==> src/nfpa_ram.sv <==
// Generic single-write, single-read synchronous RAM with registered read data.
module nfpa_ram #(
	parameter int WIDTH = 8,
	parameter int DEPTH = 16
) (
	input  logic                     clk,
	input  logic                     we,
	input  logic [$clog2(DEPTH)-1:0] waddr,
	input  logic [WIDTH-1:0]         wdata,
	input  logic                     re,
	input  logic [$clog2(DEPTH)-1:0] raddr,
	output logic [WIDTH-1:0]         rdata
);

	logic [WIDTH-1:0] mem_q [DEPTH];

	always_ff @(posedge clk) begin
		if (we) begin
			mem_q[waddr] <= wdata;
		end
	end

	always_ff @(posedge clk) begin
		if (re) begin
			rdata <= mem_q[raddr];
		end
	end

endmodule

==> config.mk <==
export PLATFORM = sky130hd
export DESIGN_NAME = nfpa_ram
export DESIGN_NICKNAME = d
export VERILOG_FILES = /design/src/nfpa_ram.sv
export SDC_FILE = /design/constraint.sdc
export NUM_CORES = 1
export LEC_CHECK = 0
export ABC_CLOCK_PERIOD_IN_PS = 3400
export BUFFER_PORTS_ARGS = -buffer_cell sky130_fd_sc_hd__buf_2
export CAP_MARGIN = 25
export CORE_AREA = 2 2 91 159
export DETAILED_ROUTE_END_ITERATION = 12
export DIE_AREA = 0 0 93 161
export PLACE_DENSITY = 0.63
export SETUP_SLACK_MARGIN = 0.3
export SLEW_MARGIN = 20
export SYNTH_ARGS = -nofsm -noshare
export SYNTH_HDL_FRONTEND = slang
export SYNTH_SLANG_ARGS = --single-unit
==> constraint.sdc <==
create_clock -name clk -period 3.4 [get_ports clk]
set_clock_uncertainty 0.05 [all_clocks]
set_input_delay 0.17 -clock clk [delete_from_list [all_inputs] [get_ports clk]]
set_output_delay 0.17 -clock clk [all_outputs]
set_load 0.03 [all_outputs]
**Word-level counts from Yosys, hierarchy flattened**

Memories as Yosys holds them, arrays and structs flattened. A register that Yosys moved wholly into a read port is not among the register bits.
Cells that the tools add are included.
Widths: inputs -> output; s select.

- Output and inout bits: 8
- Register bits after elaboration: 0
- Bits of input ports: 19
- Bits in writable memories: 128
- Memories kept: 1
- Word-level logic and storage cells: 3

- Muxes and demuxes: 2

Memory list:

| memory | depth | width | read ports | clocked after memory_dff | wr ports | RTL line | RTL |
|---|---|---|---|---|---|---|---|
| mem_q | 16 | 8 | 1 | 1 | 1 | 15 | `logic [WIDTH-1:0] mem_q [DEPTH];` |

Operators with widths:

| operator | count |
|---|---|
| $mux 1 | 2 |

**Longest topological paths before layout**

Gate-level depths: netlist (run 1).

- Depth in word-level cells: 2
- Depth in mapped cells: 5
- Depth with buffers taken out: 3

**Least setup slack after synthesis (run 1)**

No wires, ideal clock.

- Kind: input-to-reg
- Start: in waddr[2]
- End: mem mem_q[0][0], enable pin
- Arrival time: 1.280 ns
- Setup time: 0.383 ns
- Path slack: 1.687 ns
- Cell stages on the path: 2
- Buffers on the path: 0
- Required time: 2.967 ns
- Cells stage by stage: or3b_2 nor3_1

RTL lines:

| what | RTL line | RTL |
|---|---|---|
| from (decl) | 8 | `input logic [$clog2(DEPTH)-1:0] waddr,` |
| to (decl) | 15 |  |

No word-level cell before the write port.

==> out/qor.txt, run 1 <==
YS warnings - 0
core footprint - 13690 um^2
Iter 0 DRT Violations - 168
Achievable Freq - 580.0 MHz
Psw - 743.4 uW
max cap viols - 0
PD cells - 637.3 nW/um^2
Resized Gates After CTS - 0
WP buf/inv - 2
top cell family by delay on the critical path - buffers and inverters
Leakage - 2.024 nW
initial core utilization - 38.18%
GRT Total Usage - 14.41%
final slew viol count - 0
H-tree depth - 4
worst-path fanout max - 18
post-synthesis average cell area - 22.83 um^2
max_slew headroom - 29.69%
worst-path cell with the longest stage delay - mux4_1
Hold Fails Final Rpt - 0
most common cell after layout, fill and taps aside - edfxtp_1
diode count - 0
RSZ-0062 raised after global routing - no
antenna violations before repair - 0
pin count of the biggest net entering global routing - 33
critical path launch point type - input pin
flops & latches, synth - 136
TritonCTS Buffers - 17
Post-DP HPWL - 6.669 mm
input/output buffers - 26
Placement Setup Slack - 1.218 ns
postcts setup bufs - 0
Synthesized Nets - 248
mapped cell area - 5228 um^2
Skew-Pair Late Insertion Delay - 0.41 ns
row count - 57
fill count - 1203
layout cell share with drive strength beyond 1 - 27.05%
peak supply drop - 0.0003687 V
Crit. End Element - flip-flop
Pre-antenna DRT Iters - 6
switching portion of total power - 19.02%
final worst slack - 1.676 ns
Cell variety after synth - 18
global-route wire length before repair - 15.21 mm
Root Buffer - clkbuf_16
Tmin final - 1.724 ns
worst path required time - 3.50 ns
post-route ant nets - 0
DRC - 0
Post-Place Cells - 427
vias in the first global route - 2565
routability congestion estimate - 0.7588
routed vias/inst - 5.238
most frequent cells in the layout - 136 x edfxtp_1, 26 x buf_2, 18 x mux4_2
DR WL/cell - 21.60 um
CTS Hold Buffers Added - 0
Comb pwr share - 4.5%
period utilization - 50.71%
critical path class - input pin to flip-flop
slowest stage delay, CP - 0.58 ns
Clk pwr share - 46.9%
Ports - 27
Clock Sinks - 136
Cell Count, Final, Fillers Out - 458
CP arrival - 1.83 ns
register area share after synthesis - 78.12%
Worst-Margin Slew - 1.051 ns
area delta synth->final - 17.30%
Routed WL - 9.893 mm
Bufs on Longest Clock Path - 2
Internal - 3.164 mW
Die H - 161 um
Final nets - 289
Post-Synthesis Cells - 229
CTS tree - built
Clk pin slew, worst setup/hold paths - 0.05 ns
R2R Setup Slk - 1.93 ns
setup tns final - 0 ns
die area - 14970 um^2
Finish-stage setup viols - 0
result of the run - finished clean
Seq pwr share - 48.6%
DIE WIDTH - 93 um
GRT overflow - 0
worst path cell trace - buf_2, buf_4, mux4_1, a22oi_1, nand2_1
Hold/Removal Path Class - input pin to flip-flop
via count - 2399
==> power by group through the flow <==
| stage | Combinational [mW] | Clock, mW | Sequential (mW) |
|---|---|---|---|
| final | 0.177 | 1.83 | 1.90 |
| after global routing | 0.194 | 1.92 | 1.90 |
| after CTS | 0.181 | 1.86 | 1.90 |
| after detailed placement | 0.181 | 0 | 1.93 |
| after global placement | 0.177 | 0 | 1.93 |
| after floorplan | 0.0953 | 0 | 1.95 |
==> metrics by stage <==
step / total power [mW] / area, um^2 / hold slack, ns / util, %
after floorplan: 2.043 / 5228 / 0.2189 / -
after global placement: 2.109 / 5535 / 0.4925 / 40.42
after detailed placement: 2.114 / 5535 / 0.4978 / 40.42
after CTS: 3.939 / 6125 / 0.06719 / 44.73
after global routing: 4.017 / 6132 / 0.06520 / 44.78
final: 3.908 / 6132 / 0.06940 / 44.78
==> registers in the layout, indices dropped and copies added (netlist names) <==
register and count:
mem_q 128, rdata 8
==> routing by layer <==
layer | up-vias | GRT usage (%) | share of wire (%)
met1 | 1249 | 16.31 | 38
met4 | 0 | 6.283 | 1.6
met3 | 9 | 4.571 | 5.3
li1 | 1058 | - | -
met2 | 83 | 24.80 | 56
met5 | - | 0 | 0
==> synthesized netlist by cell type, drive strengths merged <==
library cell	n	area [um^2]
nand3b	2	15.01
buf	7	56.30
a22oi	16	120.1
nor2	13	48.80
nor3	4	20.02
and2	1	6.260
and2b	1	7.510
nand2	9	33.78
nand2b	2	12.51
nor2b	1	6.260
clkdlybuf4s25	3	30.03
or3b	1	8.760
mux4	32	773.2
edfxtp	136	4084
nand3	1	5.000
==> final timing paths <==
path	depth (start not counted)	endpoint	startpoint
max reg2reg	3	rdata[7]	mem_q[2][7]
min reg2reg	3	rdata[4]	mem_q[14][4]
min	1	rdata[2]	re
max	5	rdata[0]	raddr[0]
==> final cells by class <==
class,count,area [um^2],share of cell area [%]
Timing Repair Buffer,32,175.2,2.857
Clock inverter,11,156.4,2.551
Clock buffer,19,432.9,7.060
Multi-Input combinational cell,83,1062,17.32
Tap cell,177,221.5,3.612
Sequential cell,136,4084,66.60
==> cell families after synthesis <==
logic type,count (synthesis),share of synthesized area [%]
AO/OA/AOI/OAI,16,2.298
buffers and inverters,10,1.651
flip-flops,136,78.12
multiplexers,32,14.79
AND/OR/NAND/NOR,35,3.136
No activity file was read; power rests on OpenSTA's default activity.
==> run 2, diff against run 1 <==
--- a/config.mk
+++ b/config.mk
@@ -5,7 +5,7 @@
 export SDC_FILE = /design/constraint.sdc
 export NUM_CORES = 1
 export LEC_CHECK = 0
-export ABC_CLOCK_PERIOD_IN_PS = 3400
+export ABC_CLOCK_PERIOD_IN_PS = 1800
 export BUFFER_PORTS_ARGS = -buffer_cell sky130_fd_sc_hd__buf_2
 export CAP_MARGIN = 25
 export CORE_AREA = 2 2 91 159
==> constraint.sdc (replaced) <==
create_clock -name clk -period 1.8 [get_ports clk]
set_clock_uncertainty 0.05 [all_clocks]
set_input_delay 0.09 -clock clk [delete_from_list [all_inputs] [get_ports clk]]
set_output_delay 0.09 -clock clk [all_outputs]
set_load 0.03 [all_outputs]
==> out/qor.txt, run 2 (synthesized netlist as in run 1, its figures left out) <==
Power, Total - 7.707 mW
Bufs on Longest Clock Path - 2
most common cell after layout, fill and taps aside - edfxtp_1
row count - 57
CTS tree - built
Die H - 161 um
Clock Sinks - 136
Skew-Pair Late Insertion Delay - 0.40 ns
Reg2Reg Depth - 3
die area - 14970 um^2
max cap viols - 0
worst-path cell with the longest stage delay - mux4_1
Root Buffer - clkbuf_16
Crit. End Element - flip-flop
period utilization - 81.51%
most frequent cells in the layout - 136 x edfxtp_1, 26 x mux4_2, 26 x buf_2
post-route ant nets - 0
setup tns final - 0 ns
fill count - 1164
Ports - 27
Iter 0 DRT Violations - 193
GRT Total Usage - 14.18%
postcts setup bufs - 0
PD cells - 1212 nW/um^2
Achievable Freq - 681.6 MHz
TritonCTS Buffers - 17
diode count - 0
critical path class - flip-flop to flip-flop
result of the run - finished clean
via count - 2426
max_slew headroom - 71.82%
Worst-Margin Slew - 0.4227 ns
peak supply drop - 0.0006405 V
initial core utilization - 38.18%
routability congestion estimate - 0.7103
switching portion of total power - 19.61%
Clk pwr share - 48.6%
Area after DPL - 5700 um^2
Final nets - 306
Leakage - 2.121 nW
area of the multi-input gates - 1062 um^2
Routed WL - 9.888 mm
worst path required time - 1.89 ns
input/output buffers - 26
Clk pin slew, worst setup/hold paths - 0.06 ns
RSZ-0062 raised after global routing - yes
antenna violations before repair - 0
Hold/Removal Path Class - input pin to flip-flop
Min-Delay Path Depth - 1
Hold Fails Final Rpt - 0
H-tree depth - 4
DIE WIDTH - 93 um
pin count of the biggest net entering global routing - 21
Finish-stage setup viols - 0
Internal - 6.195 mW
Pre-antenna DRT Iters - 4
global-route wire length before repair - 15.09 mm
final slew viol count - 0
Comb pwr share - 4.8%
Tmin final - 1.467 ns
final instance area - 6361 um^2
slowest stage delay, CP - 0.53 ns
layout cell share with drive strength beyond 1 - 37.67%
worst path cell trace - mux4_1, a22oi_2, nand2_1
max FFs per register - 128
area delta synth->final - 21.68%
Seq pwr share - 46.5%
Post-Place Cells - 444
Layout Utilization - 46.45%
routed vias/inst - 5.086
Cell Count, Final, Fillers Out - 477
CP arrival - 1.56 ns
Psw - 1.512 mW
critical path launch point type - flip-flop
worst-path fanout max - 1
GRT overflow - 0
storage element area - 4084 um^2
vias in the first global route - 2549
Largest Register - mem_q
DR WL/cell - 20.73 um
DRC - 0
top flop regs - mem_q x128, rdata x8
Post-DP HPWL - 6.759 mm
core footprint - 13690 um^2
[run 2: power groups by stage]
stage / registers [mW] / clock network (mW) / logic [mW]
after global placement: 3.65 / 0 / 0.356
final: 3.59 / 3.75 / 0.373
after detailed placement: 3.65 / 0 / 0.367
after CTS: 3.59 / 3.81 / 0.373
after global routing: 3.59 / 3.96 / 0.405
after floorplan: 3.68 / 0 / 0.180
[run 2: through the flow]
stage	worst slack, ns	hold slack (ns)
2_1_floorplan	0.3776	0.1389
3_3_place_gp	0.1528	0.4117
3_5_place_dp	0.1346	0.4132
4_1_cts	0.2840	0.003222
5_1_grt	0.2822	0.01502
6_report	0.3328	0.01724
[run 2: path summary, 6_finish.rpt]
| path | startpoint | slack (ns) | to |
|---|---|---|---|
| max | mem_q[1][2] | 0.33 | rdata[2] |
| min | wdata[1] | 0.02 | mem_q[15][1] |
| max reg2reg | mem_q[1][2] | 0.33 | rdata[2] |
| min reg2reg | mem_q[15][0] | 0.70 | rdata[0] |
[run 2: layer usage]
layer | global-route usage, % | up-vias | wire length (um)
li1 | - | 1092 | -
met5 | 0 | - | 0
met1 | 15.87 | 1266 | 3620
met4 | 6.484 | 0 | 197
met3 | 3.451 | 11 | 300
met2 | 25.20 | 57 | 5769
[run 2: timing repair]
action                     in CTS  in global routing
hold endpoints to repair        8                  0
setup endpoints to repair       3                  5
pin swaps                       0                  5
resized for setup               4                 10
hold buffers                    1                  0
[run 2: critical path: cells and delay by family, from the launching register on]
kind / cells / cell delay (ns)
multiplexers: 1 / 0.53
flip-flops: 1 / 0.36
AND/OR/NAND/NOR: 1 / 0.10
AO/OA/AOI/OAI: 1 / 0.16
[run 2: area by class of cell]
cell class	instances	area share, %
Tap cell	177	3.482
Multi-Input combinational cell	83	16.70
Sequential cell	136	64.20
Clock inverter	14	3.482
Timing Repair Buffer	49	5.389
Clock buffer	18	6.747
==> run 3, diff against run 2 <==
--- a/config.mk
+++ b/config.mk
@@ -5,13 +5,13 @@
 export SDC_FILE = /design/constraint.sdc
 export NUM_CORES = 1
 export LEC_CHECK = 0
-export ABC_CLOCK_PERIOD_IN_PS = 1800
+export ABC_CLOCK_PERIOD_IN_PS = 1300
 export BUFFER_PORTS_ARGS = -buffer_cell sky130_fd_sc_hd__buf_2
 export CAP_MARGIN = 25
 export CORE_AREA = 2 2 91 159
 export DETAILED_ROUTE_END_ITERATION = 12
 export DIE_AREA = 0 0 93 161
-export PLACE_DENSITY = 0.63
+export PLACE_DENSITY = 0.65
 export SETUP_SLACK_MARGIN = 0.3
 export SLEW_MARGIN = 20
 export SYNTH_ARGS = -nofsm -noshare
==> constraint.sdc (replaced) <==
create_clock -name clk -period 1.3 [get_ports clk]
set_clock_uncertainty 0.05 [all_clocks]
set_input_delay 0.065 -clock clk [delete_from_list [all_inputs] [get_ports clk]]
set_output_delay 0.065 -clock clk [all_outputs]
set_load 0.03 [all_outputs]
==> out/qor.txt, run 3 (synthesized netlist as in run 1, its figures left out) <==
result of the run - complete, but fails checks
TritonCTS Buffers - 17
core footprint - 13690 um^2
most frequent cells in the layout - 136 x edfxtp_1, 32 x mux4_2, 18 x buf_2
Largest Register - mem_q
Hold Fails Final Rpt - 0
post-route ant nets - 0
Pre-antenna DRT Iters - 4
critical path launch point type - flip-flop
worst path required time - 1.41 ns
WHS Endpoint - mem_q[4][2]
diode count - 0
input/output buffers - 26
DR WL/cell - 21.08 um
layout cell share with drive strength beyond 1 - 43.35%
Clock Sinks - 136
routability congestion estimate - 0.7297
row count - 57
Area after DPL - 5952 um^2
routed vias/inst - 5.053
Iter 0 DRT Violations - 222
hold_sp - waddr[1]
Tmin final - 1.443 ns
GRT overflow - 0
Routed WL - 10.39 mm
Placement Setup Slack - -0.3345 ns
global-route wire length before repair - 15.85 mm
Post-DP HPWL - 7.238 mm
worst-path fanout max - 1
Metal-1 WL - 3.755 mm
final worst slack - -0.1428 ns
DRC - 0
CP arrival - 1.55 ns
H-tree depth - 4
Hold/Removal Path Class - input pin to flip-flop
initial core utilization - 38.18%
wire length on met3 - 395 um
max FFs per register - 128
Post-Place Cells - 452
most common cell after layout, fill and taps aside - edfxtp_1
fill count - 1112
via count - 2491
Die H - 161 um
top flop regs - mem_q x128, rdata x8
Worst-Margin Slew - 0.8566 ns
postcts setup bufs - 0
Final nets - 322
max cap viols - 0
Leakage - 2.195 nW
Bufs on Longest Clock Path - 2
final slew viol count - 0
Ports - 27
CTS tree - built
wire length on met2 - 6.050 mm
Layout Utilization - 48.98%
period utilization - 111.0%
RSZ-0062 raised after global routing - yes
Root Buffer - clkbuf_16
peak supply drop - 0.0008137 V
Min-Delay Path Depth - 3
max_slew headroom - 42.69%
vias in the first global route - 2646
uppermost layer routed - met4
area delta synth->final - 28.29%
pin count of the biggest net entering global routing - 18
Cell Count, Final, Fillers Out - 493
R2R Path End - rdata[3]
Clk pin slew, worst setup/hold paths - 0.06 ns
critical path class - flip-flop to flip-flop
Crit. End Element - flip-flop
die area - 14970 um^2
final instance area - 6706 um^2
Skew-Pair Late Insertion Delay - 0.41 ns
storage element area - 4084 um^2
Achievable Freq - 693.1 MHz
area of the multi-input gates - 1154 um^2
hold slack - 0.1585 ns
Reg2Reg Launch Point - mem_q[3][3]
GRT Total Usage - 14.87%
Finish-stage setup viols - 8
Reg2Reg Depth - 3
failing checks - negative setup slack
DIE WIDTH - 93 um
R2R Setup Slk - -0.14 ns
antenna violations before repair - 0
PD cells - 1538 nW/um^2
[run 3: metrics by stage]
step                power [mW]  TNS, ns
finish                   10.31  -0.9447
global route             10.60   -1.339
CTS                      10.39  -0.9904
detailed placement       5.644   -4.189
global placement         5.626   -3.669
floorplan                5.391  -0.1377
[run 3: final cells by class]
type                            count  share of cell area (%)
Multi-Input combinational cell     83                   17.20
Clock buffer                       20                   6.511
Tap cell                          177                   3.302
Sequential cell                   136                   60.90
Clock inverter                     12                   2.276
Timing Repair Buffer               65                   9.813
[run 3: where the power goes]
group / internal (mW) / leakage [nW] / switching, mW / total [mW]
registers: 4.94 / 1.24 / 0.0308 / 4.97
clock network: 3.00 / 0.278 / 1.71 / 4.71
logic: 0.294 / 0.681 / 0.335 / 0.629
[run 3: worst max-delay path, stage by stage (launching register included)]
cell and delay (ns):
edfxtp_1 0.36, mux4_2 0.48, a22oi_1 0.21, nand2_1 0.09
[run 3: per-layer routing]
metal  vias to the layer above  GRT usage, %
met2                        70         27.44
li1                       1120             -
met4                         0         6.818
met5                         -             0
met3                        15         2.845
met1                      1286         16.16
[run 3: worst max path at each step]
stage | start | end | cells past startpoint
after floorplan | raddr[0] | rdata[1] | 5
after global placement | raddr[0] | rdata[1] | 5
after detailed placement | raddr[0] | rdata[1] | 5
after CTS | mem_q[2][1] | rdata[1] | 3
after global routing | mem_q[2][1] | rdata[1] | 3
final | mem_q[3][3] | rdata[3] | 3
[run 3: timing repair]
action / 4_1_cts / 5_1_grt
setup endpoints to repair: 16 / 16
resized for setup: 20 / 1
endpoints found under the hold margin: 136 / 0
pin swaps: 4 / 0
hold buffers: 9 / 0
