File: src/nfpa_pkg.sv
// Shared constants, types and codes of the next-fit page allocator.
package nfpa_pkg;

	localparam int NUM_PAGES  = 1024;
	localparam int PAGE_SHIFT = 12;

	// Page index, run-table entry (holds a count up to NUM_PAGES) and scan position widths.
	localparam int PAGE_W  = $clog2(NUM_PAGES);
	localparam int ENTRY_W = $clog2(NUM_PAGES + 1);
	localparam int POS_W   = ENTRY_W + 1;

	localparam int ADDR_W  = 32;
	localparam int BYTES_W = 23;
	localparam int REQ_PG_W = ADDR_W - PAGE_SHIFT + 1;

	localparam logic CMD_ALLOC = 1'b0;
	localparam logic CMD_FREE  = 1'b1;

	typedef struct packed {
		logic              cmd;
		logic [ADDR_W-1:0] request_bytes;
		logic [ADDR_W-1:0] block_address;
	} req_t;

	typedef struct packed {
		logic               ok;
		logic [ADDR_W-1:0]  result_address;
		logic [BYTES_W-1:0] block_bytes;
	} res_t;

endpackage

File: src/nfpa_engine.sv
// Allocation scan, free lookup and run-table clearing sequencer.
module nfpa_engine
	import nfpa_pkg::*;
(
	input  logic               clk,
	input  logic               arst_n,
	input  logic               start,
	input  req_t               req,
	input  logic [ADDR_W-1:0]  heap_base,
	output logic               idle,
	output logic               res_valid,
	input  logic               res_take,
	output res_t               res,
	output logic               mem_we,
	output logic [PAGE_W-1:0]  mem_waddr,
	output logic [ENTRY_W-1:0] mem_wdata,
	output logic               mem_re,
	output logic [PAGE_W-1:0]  mem_raddr,
	input  logic [ENTRY_W-1:0] mem_rdata
);

	typedef enum logic [2:0] {
		ST_CLEAR,
		ST_IDLE,
		ST_SCAN,
		ST_FREE,
		ST_RESULT
	} state_t;

	state_t state_q;
	logic [PAGE_W-1:0]  clr_q;
	logic [PAGE_W-1:0]  rover_q;
	res_t               res_q;

	// Working registers of the current item.
	logic [PAGE_W-1:0]  pos_q;
	logic [PAGE_W-1:0]  start_q;
	logic [ENTRY_W-1:0] run_q;
	logic [ENTRY_W-1:0] budget_q;
	logic [ENTRY_W-1:0] pages_q;
	logic [ADDR_W-1:0]  addr_q;

	// Decode of the incoming item.
	logic [REQ_PG_W-1:0] req_pages;
	logic                alloc_ok;
	logic [ADDR_W-1:0]   free_off;
	logic                free_ok;
	logic [PAGE_W-1:0]   free_page;

	// One scan step on the entry just read.
	logic                entry_free;
	logic [ENTRY_W-1:0]  run_n;
	logic [PAGE_W-1:0]   start_n;
	logic [ENTRY_W-1:0]  budget_n;
	logic [POS_W-1:0]    pos_sum;
	logic [PAGE_W-1:0]   pos_n;
	logic                found;
	logic                wrap;
	logic [POS_W-1:0]    block_end;
	logic [ENTRY_W+PAGE_SHIFT-1:0] alloc_bytes;
	logic [ENTRY_W+PAGE_SHIFT-1:0] free_bytes;

	always_comb begin
		req_pages = {1'b0, req.request_bytes[ADDR_W-1:PAGE_SHIFT]}
			+ REQ_PG_W'(|req.request_bytes[PAGE_SHIFT-1:0]);
		alloc_ok  = (req_pages != '0) && (req_pages <= REQ_PG_W'(NUM_PAGES));
		free_off  = req.block_address - heap_base;
		free_ok   = (free_off[PAGE_SHIFT-1:0] == '0)
			&& (free_off[ADDR_W-1:PAGE_SHIFT] < (ADDR_W-PAGE_SHIFT)'(NUM_PAGES));
		free_page = free_off[PAGE_SHIFT +: PAGE_W];
	end

	always_comb begin
		entry_free = (mem_rdata == '0);
		if (entry_free) begin
			run_n    = run_q + ENTRY_W'(1);
			start_n  = (run_q == '0) ? pos_q : start_q;
			budget_n = budget_q - ENTRY_W'(1);
			pos_sum  = POS_W'(pos_q) + POS_W'(1);
		end else begin
			run_n    = '0;
			start_n  = start_q;
			budget_n = (mem_rdata >= budget_q) ? '0 : budget_q - mem_rdata;
			pos_sum  = POS_W'(pos_q) + POS_W'(mem_rdata);
		end
		found     = (run_n >= pages_q);
		wrap      = (pos_sum >= POS_W'(NUM_PAGES));
		pos_n     = wrap ? '0 : pos_sum[PAGE_W-1:0];
		block_end = POS_W'(start_n) + POS_W'(pages_q);
		alloc_bytes = {pages_q, {PAGE_SHIFT{1'b0}}};
		free_bytes  = {mem_rdata, {PAGE_SHIFT{1'b0}}};
	end

	// Memory port control.
	always_comb begin
		mem_we    = 1'b0;
		mem_waddr = clr_q;
		mem_wdata = '0;
		mem_re    = 1'b0;
		mem_raddr = pos_n;
		unique case (state_q)
			ST_CLEAR: begin
				mem_we = 1'b1;
			end
			ST_IDLE: begin
				if (start) begin
					mem_re    = 1'b1;
					mem_raddr = (req.cmd == CMD_ALLOC) ? rover_q : free_page;
				end
			end
			ST_SCAN: begin
				if (found) begin
					mem_we    = 1'b1;
					mem_waddr = start_n;
					mem_wdata = pages_q;
				end else if (budget_n != '0) begin
					mem_re = 1'b1;
				end
			end
			ST_FREE: begin
				mem_we    = !entry_free;
				mem_waddr = pos_q;
			end
			default: begin
			end
		endcase
	end

	always_ff @(posedge clk or negedge arst_n) begin
		if (!arst_n) begin
			state_q <= ST_CLEAR;
			clr_q   <= '0;
			rover_q <= '0;
			res_q   <= '0;
		end else begin
			unique case (state_q)
				ST_CLEAR: begin
					clr_q <= clr_q + PAGE_W'(1);
					if (clr_q == PAGE_W'(NUM_PAGES - 1)) begin
						state_q <= ST_IDLE;
					end
				end
				ST_IDLE: begin
					if (start) begin
						res_q <= '0;
						if (req.cmd == CMD_ALLOC) begin
							state_q <= alloc_ok ? ST_SCAN : ST_RESULT;
						end else begin
							state_q <= free_ok ? ST_FREE : ST_RESULT;
						end
					end
				end
				ST_SCAN: begin
					if (found) begin
						rover_q <= (block_end >= POS_W'(NUM_PAGES)) ? '0 : start_n;
						res_q.ok             <= 1'b1;
						res_q.result_address <= heap_base
							+ (ADDR_W'(start_n) << PAGE_SHIFT);
						res_q.block_bytes    <= BYTES_W'(alloc_bytes);
						state_q <= ST_RESULT;
					end else if (budget_n == '0) begin
						state_q <= ST_RESULT;
					end
				end
				ST_FREE: begin
					if (!entry_free) begin
						res_q.ok             <= 1'b1;
						res_q.result_address <= addr_q;
						res_q.block_bytes    <= BYTES_W'(free_bytes);
					end
					state_q <= ST_RESULT;
				end
				ST_RESULT: begin
					if (res_take) begin
						state_q <= ST_IDLE;
					end
				end
				default: begin
					state_q <= ST_IDLE;
				end
			endcase
		end
	end

	// Scan and free-lookup datapath registers; they carry no control meaning outside those items.
	always_ff @(posedge clk) begin
		if (state_q == ST_IDLE && start) begin
			pos_q    <= (req.cmd == CMD_ALLOC) ? rover_q : free_page;
			start_q  <= '0;
			run_q    <= '0;
			budget_q <= ENTRY_W'(NUM_PAGES);
			pages_q  <= req_pages[ENTRY_W-1:0];
			addr_q   <= req.block_address;
		end else if (state_q == ST_SCAN) begin
			pos_q    <= pos_n;
			start_q  <= start_n;
			run_q    <= wrap ? '0 : run_n;
			budget_q <= budget_n;
		end
	end

	assign idle      = (state_q == ST_IDLE);
	assign res_valid = (state_q == ST_RESULT);
	assign res       = res_q;

endmodule

File: config.mk
export PLATFORM = sky130hd
export DESIGN_NAME = nfpa_engine
export DESIGN_NICKNAME = d
export VERILOG_FILES = /design/src/nfpa_pkg.sv /design/src/nfpa_engine.sv
export SDC_FILE = /design/constraint.sdc
export NUM_CORES = 1
export LEC_CHECK = 0
export BUFFER_PORTS_ARGS = -buffer_cell sky130_fd_sc_hd__buf_2
export CAP_MARGIN = 20
export CORE_UTILIZATION = 55
export CTS_CLUSTER_DIAMETER = 150
export DETAILED_ROUTE_END_ITERATION = 10
export PLACE_DENSITY = 0.79
export SLEW_MARGIN = 20
export SYNTH_ARGS = -nofsm -noshare
export SYNTH_HDL_FRONTEND = slang
export SYNTH_SLANG_ARGS = --single-unit
File: constraint.sdc
create_clock -name clk -period 11.1 [get_ports clk]
set_clock_uncertainty 0.15 [all_clocks]
set_input_delay 0.555 -clock clk [delete_from_list [all_inputs] [get_ports clk]]
set_output_delay 0.555 -clock clk [all_outputs]
set_load 0.01 [all_outputs]
Yosys cells after proc, flatten, opt, wreduce, memory -nomap -nowiden
Index checks and enable logic that the tools add are counted.
{"block": "op_classes", "n_addsub": 10, "n_mul": 0, "n_div": 0, "order_cmp": 6, "eq_ne": 11, "shift": 0, "mux": 37, "n_bitwise": 0, "n_reduce_logical": 17}
{"operator": "56-bit 2-to-1 mux", "count": 3}
{"operator": "56-bit case mux with 3 select lines", "count": 1}
{"operator": "10-bit 2-to-1 mux", "count": 10}
{"operator": "11-bit 2-to-1 mux", "count": 6}
{"operator": "11-bit zero test", "count": 3}
{"operator": "32-bit by 22-bit adder with 32-bit output", "count": 1}
{"operator": "32-bit subtractor", "count": 1}
{"operator": "10-bit by 11-bit adder with 12-bit output", "count": 2}
{"operator": "12-bit by 11-bit >= comparator with 1-bit output (second input constant)", "count": 2}
{"operator": "3-bit 2-to-1 mux", "count": 8}
{"operator": "11-bit >= comparator", "count": 2}
{"operator": "20-bit by 1-bit adder with 21-bit output", "count": 1}
{"operator": "21-bit by 11-bit <= comparator with 1-bit output (second input constant)", "count": 1}
{"operator": "21-bit nonzero test", "count": 1}
{"operator": "20-bit by 11-bit < comparator with 1-bit output (second input constant)", "count": 1}
{"operator": "10-bit case mux with 2 select lines", "count": 1}
{"operator": "3-bit case mux with 5 select lines", "count": 1}
{"operator": "12-bit zero test", "count": 1}
{"operator": "12-bit 2-to-1 mux", "count": 1}
{"operator": "12-bit OR reduction", "count": 1}
{"operator": "10-bit by 1-bit adder with 11-bit output (second input constant)", "count": 1}
{"operator": "11-bit by 1-bit adder with 11-bit output (second input constant)", "count": 1}
{"operator": "11-bit nonzero test", "count": 1}
{"operator": "11-bit by 1-bit subtractor with 11-bit output (second input constant)", "count": 1}
{"operator": "other kinds (19)", "count": 29}
{"block": "totals", "regBits": 164, "latchBits": 0, "ram_bits": 0, "romBits": 0, "inputBits": 112, "out_inout_bits": 91, "wordCells": 93, "n_memories": 0}

Longest topological paths before layout
Gate-level depths: netlist (run 1).
{"block": "logic_depth", "word_depth": 8, "ltp_mapped": 19, "depth_no_buf": 19}

Worst setup path before layout (run 1)
OpenSTA, ideal clock, no wires.
{"block": "synth_timing", "path_type": "input-to-reg", "start": "in mem_rdata[9]", "end": "reg res_q, in the netlist res[51]", "setup_time_ns": 0.121, "arrival_time_ns": 4.359, "required_time_ns": 10.829, "setup_slack_ns": 6.470, "path_stages": 18, "n_path_buf": 1, "path_cell_list": "nor4_1 > nand3_1 > buf_4 > nor2_2 > mux2i_1 > inv_1 > ha_1 > fa_1 > a21o_1 > a21oi_1 > o21bai_1 > a2111oi_0 > nor3_1 > a41o_1 > nand3_1 > xnor2_1 > o21ai_0 > a22o_1"}
{"block": "synth_between", "elab_chain_len": 5, "word_cells_on_any_way": 10, "classes_between": "add/sub: 1; order compare: 1; eq/ne: 2; mux: 4; reduce/logical: 2"}
{"element": "start: declaration", "line_no": "nfpa_engine.sv:19", "source": "input logic [ENTRY_W-1:0] mem_rdata"}
{"element": "11-bit zero test", "line_no": "nfpa_engine.sv:74", "source": "entry_free = (mem_rdata == '0);"}
{"element": "10-bit 2-to-1 mux", "line_no": "nfpa_engine.sv:75", "source": "if (entry_free) begin"}
{"element": "named net start_n[0]", "line_no": "nfpa_engine.sv:53", "source": "logic [PAGE_W-1:0] start_n;"}
{"element": "32-bit by 22-bit adder with 32-bit output", "line_no": "nfpa_engine.sv:158", "source": "+ (ADDR_W'(start_n) << PAGE_SHIFT);"}
{"element": "56-bit 2-to-1 mux", "line_no": "nfpa_engine.sv:154", "source": "if (found) begin"}
{"element": "56-bit case mux with 3 select lines", "line_no": "nfpa_engine.sv:136", "source": "unique case (state_q)"}
{"element": "end: declaration", "line_no": "nfpa_engine.sv:33", "source": "res_t res_q;"}
The timed path passes the listed nets, and every way through them passes these cells. The select of a mux whose other input is x is not followed.
A chain may end at the register's enable or synchronous reset.

Worst setup path after layout (run 1)
{"block": "layout_timing", "start": "in mem_rdata[6]", "end": "reg res_q, in the netlist res[51]"}
Same word-level chain as after synthesis.

==> results of run 1 <==
==> metrics by stage <==
step / util / total power [W] / setup WS (ns)
finish: 0.648 / 0.00198 / 5.88
global route: 0.648 / 0.00207 / 5.71
CTS: 0.648 / 0.00197 / 6.03
detailed placement: 0.618 / 0.00138 / 5.66
global placement: 0.618 / 0.00136 / 5.85
floorplan: - / 0.00115 / 6.47
==> cells by family (layout without fill, tap and decap cells) <==
logic type | count (synthesis) | after routing | share of synthesized area
AO/OA/AOI/OAI | 366 | 366 | 0.205
XOR/XNOR | 102 | 102 | 0.0785
adder cells (fa/ha/maj) | 94 | 94 | 0.106
buffers and inverters | 161 | 333 | 0.0583
flip-flops | 152 | 152 | 0.344
multiplexers | 50 | 50 | 0.0443
other | 1 | 13 | 0.000330
AND/OR/NAND/NOR | 393 | 393 | 0.164
==> final cells by class <==
class / count / area (µm²)
fill: 1737 / 7110
multi-input combinational: 1017 / 6850
sequential: 152 / 3910
timing repair buffer: 201 / 1030
clock buffer: 21 / 503
inverter: 100 / 375
tap: 270 / 338
clock inverter: 11 / 104
antenna: 1 / 2.50
==> power by group through the flow <==
stage,Combinational [W],Clock (W),Sequential (W)
2_1_floorplan,0.000445,0,0.000708
3_3_place_gp,0.000637,0,0.000728
3_5_place_dp,0.000647,0,0.000729
4_1_cts,0.000652,0.000603,0.000719
5_1_grt,0.000719,0.000622,0.000726
6_report,0.000662,0.000598,0.000723
==> sequential cells by signal, summed over array words and instances, names as in the netlist <==
register / cells
budget_q: 11
res: 44
addr_q: 32
rover_q: 10
state_q: 3
pages_q: 11
clr_q: 10
start_q: 10
run_q: 11
pos_q: 10
==> routing by layer <==
layer  wire length, µm  vias up
met3              3190       90
met5               102        -
met2             14200      578
met1             14200     5018
li1                  -     5102
met4              1090        2
==> critical path, cell delays in order <==
cell and delay, ns:
buf_2 0.12, nor4_1 0.56, nand3_1 0.23, nor2_2 0.64, mux2i_1 0.41, inv_1 0.13
ha_1 0.23, fa_1 0.42, a21o_1 0.18, a21oi_1 0.24, o21bai_1 0.13, a2111oi_0 0.45
nor3_1 0.23, a41o_1 0.35, nand3_1 0.12, xnor2_1 0.11, o21ai_0 0.08, a22o_1 0.22
==> path summary, 6_finish.rpt <==
check	startpoint	to	slack (ns)	cells after the start
max	mem_rdata[6]	res[51]$_DFFE_PN0P_	5.88	18
min	arst_n	res[28]$_DFFE_PN0P_	0.14	2
max reg2reg	run_q[6]$_SDFFE_PP0P_	res[51]$_DFFE_PN0P_	5.98	17
min reg2reg	res[39]$_DFFE_PN0P_	res[39]$_DFFE_PN0P_	0.32	2
max in group asynchronous	arst_n	state_q[0]$_DFFE_PN0P_	9.97	2
min in group clk	req[4]	addr_q[4]$_DFFE_PP_	0.16	1
==> layout by cell type, fill, tap and decap left out, types with 27 or more instances in the layout <==
cell type / Yosys / final
a21oi_1: 84 / 84
buf_2: 2 / 190
dfrtp_1: 67 / 66
dfxtp_1: 32 / 32
edfxtp_1: 53 / 53
ha_1: 90 / 90
inv_1: 100 / 99
mux2i_1: 47 / 47
nand2_1: 131 / 131
nand3_1: 52 / 52
nor2_1: 92 / 91
o21ai_0: 91 / 91
o22ai_1: 27 / 27
o31ai_1: 42 / 42
xnor2_1: 60 / 60
xor2_1: 42 / 42
==> metrics, run 1 <==
clk sinks=152; Post-synth top cells=131 x nand2_1, 100 x inv_1, 92 x nor2_1; cell area after placement=0.0125 mm²; fraction of layout cells with a size suffix above 1=0.168; total die area=0.0213 mm²; endpoints failing hold=0; core area=0.0202 mm²; Cell Int Power=0.00125 W; crit share post-route=0.471; RSZ-0062 raised after global routing=no; Design Area, Final=0.0131 mm²; final net count=around 1.7k; grt met1 use=0.432; Cell variety after synth=between 70 and 80; fraction of registers with async set/reset=0.441; Layout area overhead=15.3%; via count=10.8k; sum of negative setup slack=0 ns; sequential share of power=0.364; first-pass GRT wire length=~52 mm; Peak VDD IR=106 µV; met2 Track Usage GR=0.478; Synthesis Warnings=0; setup violators final=0; # port buffers=190; gr usage total=0.312; worst-margin pin slew=approximately 1.1 ns; worst path arrival time=5.40 ns; IO Pins=slightly above 200; Final Slew Violations=0; global routing's busiest layer=met2; Core Rows=52; # Max-Cap Violations=0; ys flop type=dfrtp_1; Overflow after GRT=0; syn avg cell area=8.63 µm²; CP max FO=10; die height=between 100 and 150 µm; deepest clock path buffer count=2; largest net degree at the start of global routing=85; met3 Use GR=0.0643; RD Place Congestion=0.984; Tmin final=5.22 ns; Setup crit start kind=input pin; post-synthesis cell count=roughly 1.3k; share of the synthesized area in the top cell type=0.147; Avg WL per Cell=roughly 19 µm; net load switching power=0.000734 W; synthesized flop and latch total=about 150; root buffer cell=clkbuf_16; sequential-to-total area share from yosys stat=0.344; fmax=191 MHz; Post-CTS Hold Buffers=0; CP Class=input pin to flop; routed wire length=32.8 mm; Mapped Area=0.0114 mm²; Iter 0 DRT Violations=1095; Routed Antenna Nets=0; initial antenna violation count=2; WP data required=approximately 11 ns; Die Wd=146 µm; Clk pwr share=0.302; post-DR vias/cell=6.09; LEAKAGE=6.16 nW; cts bufs inserted=17; DPL Wire Length=24.9 mm; EDFF count, synth=53; area leader, netlist=dfrtp_1; Initial DRT Pass Iterations=6; Post-CTS Setup Bufs=0; relative slew slack=0.224; Post-CTS Resized=0; Worst-path clk slew=0.07 ns; Crit. End Element=flop; CTS tree=done; pwr/cell area=between 150 and 200 mW/mm²; Max H-tree Level=4; Sw Ratio=0.370; DRC Markers=0; DP Cell Count=1740; hold slack=0.138 ns; most frequent cell after synthesis=nand2_1; top cells by area, synth=dfrtp_1 15%, edfxtp_1 14%, ha_1 9.9%; worst hold-check path type=input pin to asynchronous set/reset pin; Cell Count, Final, Fillers Out=1773; Comb pwr share=0.334; status=finished, final reports clean; Clock Latency Late Sink=0.44 ns; Initial Util=0.562; number of global-route vias before repair=10.0k
No activity file was read; power rests on OpenSTA's default activity.
==> run 2, diff against run 1 <==
Settings changed: CORE_UTILIZATION 55 to 52, PLACE_DENSITY 0.79 to 0.78.
Clock period 11.1 ns to 4.5 ns, I/O delays scaled along.
==> metrics, run 2 (synthesized netlist as in run 1, its figures left out) <==
WL met2=15.3 mm (was 14.2 mm); initial antenna violation count=0 (was 2); Layout area overhead=22.0% (was 15.3%); largest net degree at the start of global routing=46 (was 85); Peak VDD IR=260 µV (was 106 µV); reg2reg start=run_q[6]$_SDFFE_PP0P_ (unchanged); DRC Markers=0 (unchanged); number of global-route vias before repair=10.4k (was 10.0k); LEAKAGE=6.53 nW (was 6.16 nW); worst-margin pin slew=0.910 ns (was 1.15 ns); sum of negative setup slack=0 ns (unchanged); RD Place Congestion=0.932 (was 0.984); Initial DRT Pass Iterations=6 (unchanged); IO Pins=203 (unchanged); Cell Count, Final, Fillers Out=1861 (was 1773); Initial Util=0.536 (was 0.562); CP delay by family, top=compound AO/OA/AOI/OAI gates (was simple AND/OR/NAND/NOR gates); WP data required=4.12 ns (was 11.28 ns); post-DR vias/cell=5.91 (was 6.09); Iter 0 DRT Violations=1008 (was 1095); Crit. End Element=output port (was flop); fmax=233 MHz; critical path cell sequence=ha_1 -> nand3_1 -> nor2_1 -> nand3_1 -> xor2_1 -> nor2_1 -> ha_1 -> a211o_1 -> o221a_2 -> a21oi_2 -> o21bai_2 -> buf_4 -> a22oi_1 -> o21ai_0 -> buf_2 (was buf_2 -> nor4_1 -> nand3_1 -> nor2_2 -> mux2i_1 -> inv_1 -> ha_1 -> fa_1 -> a21o_1 -> a21oi_1 -> o21bai_1 -> a2111oi_0 -> nor3_1 -> a41o_1 -> nand3_1 -> xnor2_1 -> o21ai_0 -> a22o_1); worst path arrival time=3.91 ns (was 5.40 ns); die height=150 µm (was 146 µm); Die Wd=150 µm (was 146 µm); DP Cell Count=1780 (was 1740); Routed Antenna Nets=0 (unchanged); n_diodes=0 (was 1); routed wire length=34.5 mm (was 32.8 mm); most common library cell in the layout ignoring fill and taps=buf_2 (unchanged); deepest clock path buffer count=2 (unchanged); Max H-tree Level=4 (unchanged); Worst-path clk slew=0.06 ns (was 0.07 ns); CP Class=flop to output port (was input pin to flop); slowest stage delay, CP=0.38 ns (was 0.64 ns); RSZ-0062 raised after global routing=no (unchanged); crit path from=run_q[1]$_SDFFE_PP0P_ (was mem_rdata[6]); final net count=1779 (was 1695); first-pass GRT wire length=54.3 mm (was 52.2 mm); cell area after placement=0.0128 mm² (was 0.0125 mm²); status=finished, final reports clean (unchanged); DPL Wire Length=26.1 mm (was 24.9 mm); CP max stage cell=dfxtp_1 (was nor2_2); setup violators final=0 (unchanged); metal3 WL=3.33 mm (was 3.19 mm); max FFs per register=44 (unchanged); worst hold-check path type=input pin to flop (was input pin to asynchronous set/reset pin); total die area=0.0225 mm² (was 0.0213 mm²); Overflow after GRT=0 (unchanged); core area=0.0212 mm² (was 0.0202 mm²); cts bufs inserted=17 (unchanged); CP bufs+invs=2 (unchanged); gr usage total=0.312 (about the same); most frequent cells in the layout=190 x buf_2, 131 x nand2_1, 99 x inv_1 (unchanged); fraction of layout cells with a size suffix above 1=0.184 (was 0.168); # port buffers=190 (unchanged); root buffer cell=clkbuf_16 (unchanged); CP max FO=5 (was 10); wl on met1=14.8 mm (was 14.2 mm); Tmin final=roughly 4.3 ns; # Max-Cap Violations=0 (unchanged); Final Slew Violations=0 (unchanged); via count=11.0k (was 10.8k); Highest Signal Layer=met4 (was met5); Avg WL per Cell=18.5 µm (about the same); endpoints failing hold=0 (unchanged); hold_sp=req[47]; CTS tree=done (unchanged); pwr/cell area=353 mW/mm² (was 151 mW/mm²); clk sinks=152 (unchanged); crit share post-route=0.952; relative slew slack=0.389 (was 0.224); Clock Latency Late Sink=0.43 ns (was 0.44 ns); Setup crit start kind=flop (was input pin); Core Rows=53 (was 52); Design Area, Final=0.0139 mm² (was 0.0131 mm²)
==> run 2: where the power goes <==
group,switching [W],internal (W),total (W)
Clock,0.000592,0.000815,0.00141
Combinational,0.00102,0.000655,0.00167
Sequential,0.000202,0.00162,0.00182
Total,0.00181,0.00309,0.00490
==> run 2: layout make-up <==
class | instances | area (µm²)
Sequential cell | 152 | 3910
Clock inverter | 9 | 58.8
Inverter | 100 | 375
Multi-Input combinational cell | 1017 | 6880
Timing Repair Buffer | 285 | 1790
Clock buffer | 23 | 520
Fill cell | 1754 | 7340
Tap cell | 275 | 344
==> run 2: repair_timing <==
action,CTS,global route
buffers inserted,0,2
resized for setup,0,6
endpoints found under the setup margin,0,31
hold endpoints to repair,113,0
hold buffers,47,0
==> run 2: path summary, 6_finish.rpt <==
| path | end | cells after the start | slack (ns) |
|---|---|---|---|
| max | mem_waddr[0] | 15 | 0.22 |
| min reg2reg | res[25]$_DFFE_PN0P_ | 2 | 0.32 |
| max in group asynchronous | clr_q[1]$_DFFE_PN0P_ | 3 | 3.36 |
| max reg2reg | res[53]$_DFFE_PN0P_ | 17 | 0.27 |
| min | pages_q[3]$_DFFE_PP_ | 2 | 0.02 |
| min in group asynchronous | res[28]$_DFFE_PN0P_ | 2 | 0.08 |
==> run 2: per-layer routing <==
metal,track usage,vias to the layer above
met4,0.113,0
li1,-,5268
met1,0.421,5108
met2,0.477,547
met5,0,-
met3,0.0863,77
==> run 2: stage by stage <==
stage / util / setup slack, ns / hold slack [ns] / total power [W]
floorplan: - / 0.200 / -0.221 / 0.00284
global placement: 0.603 / 0.282 / -0.0298 / 0.00340
detailed placement: 0.603 / 0.172 / -0.0245 / 0.00344
CTS: 0.652 / 0.0866 / 0.000283 / 0.00487
global route: 0.654 / 0.0359 / 0.0131 / 0.00512
finish: 0.654 / 0.215 / 0.0188 / 0.00490
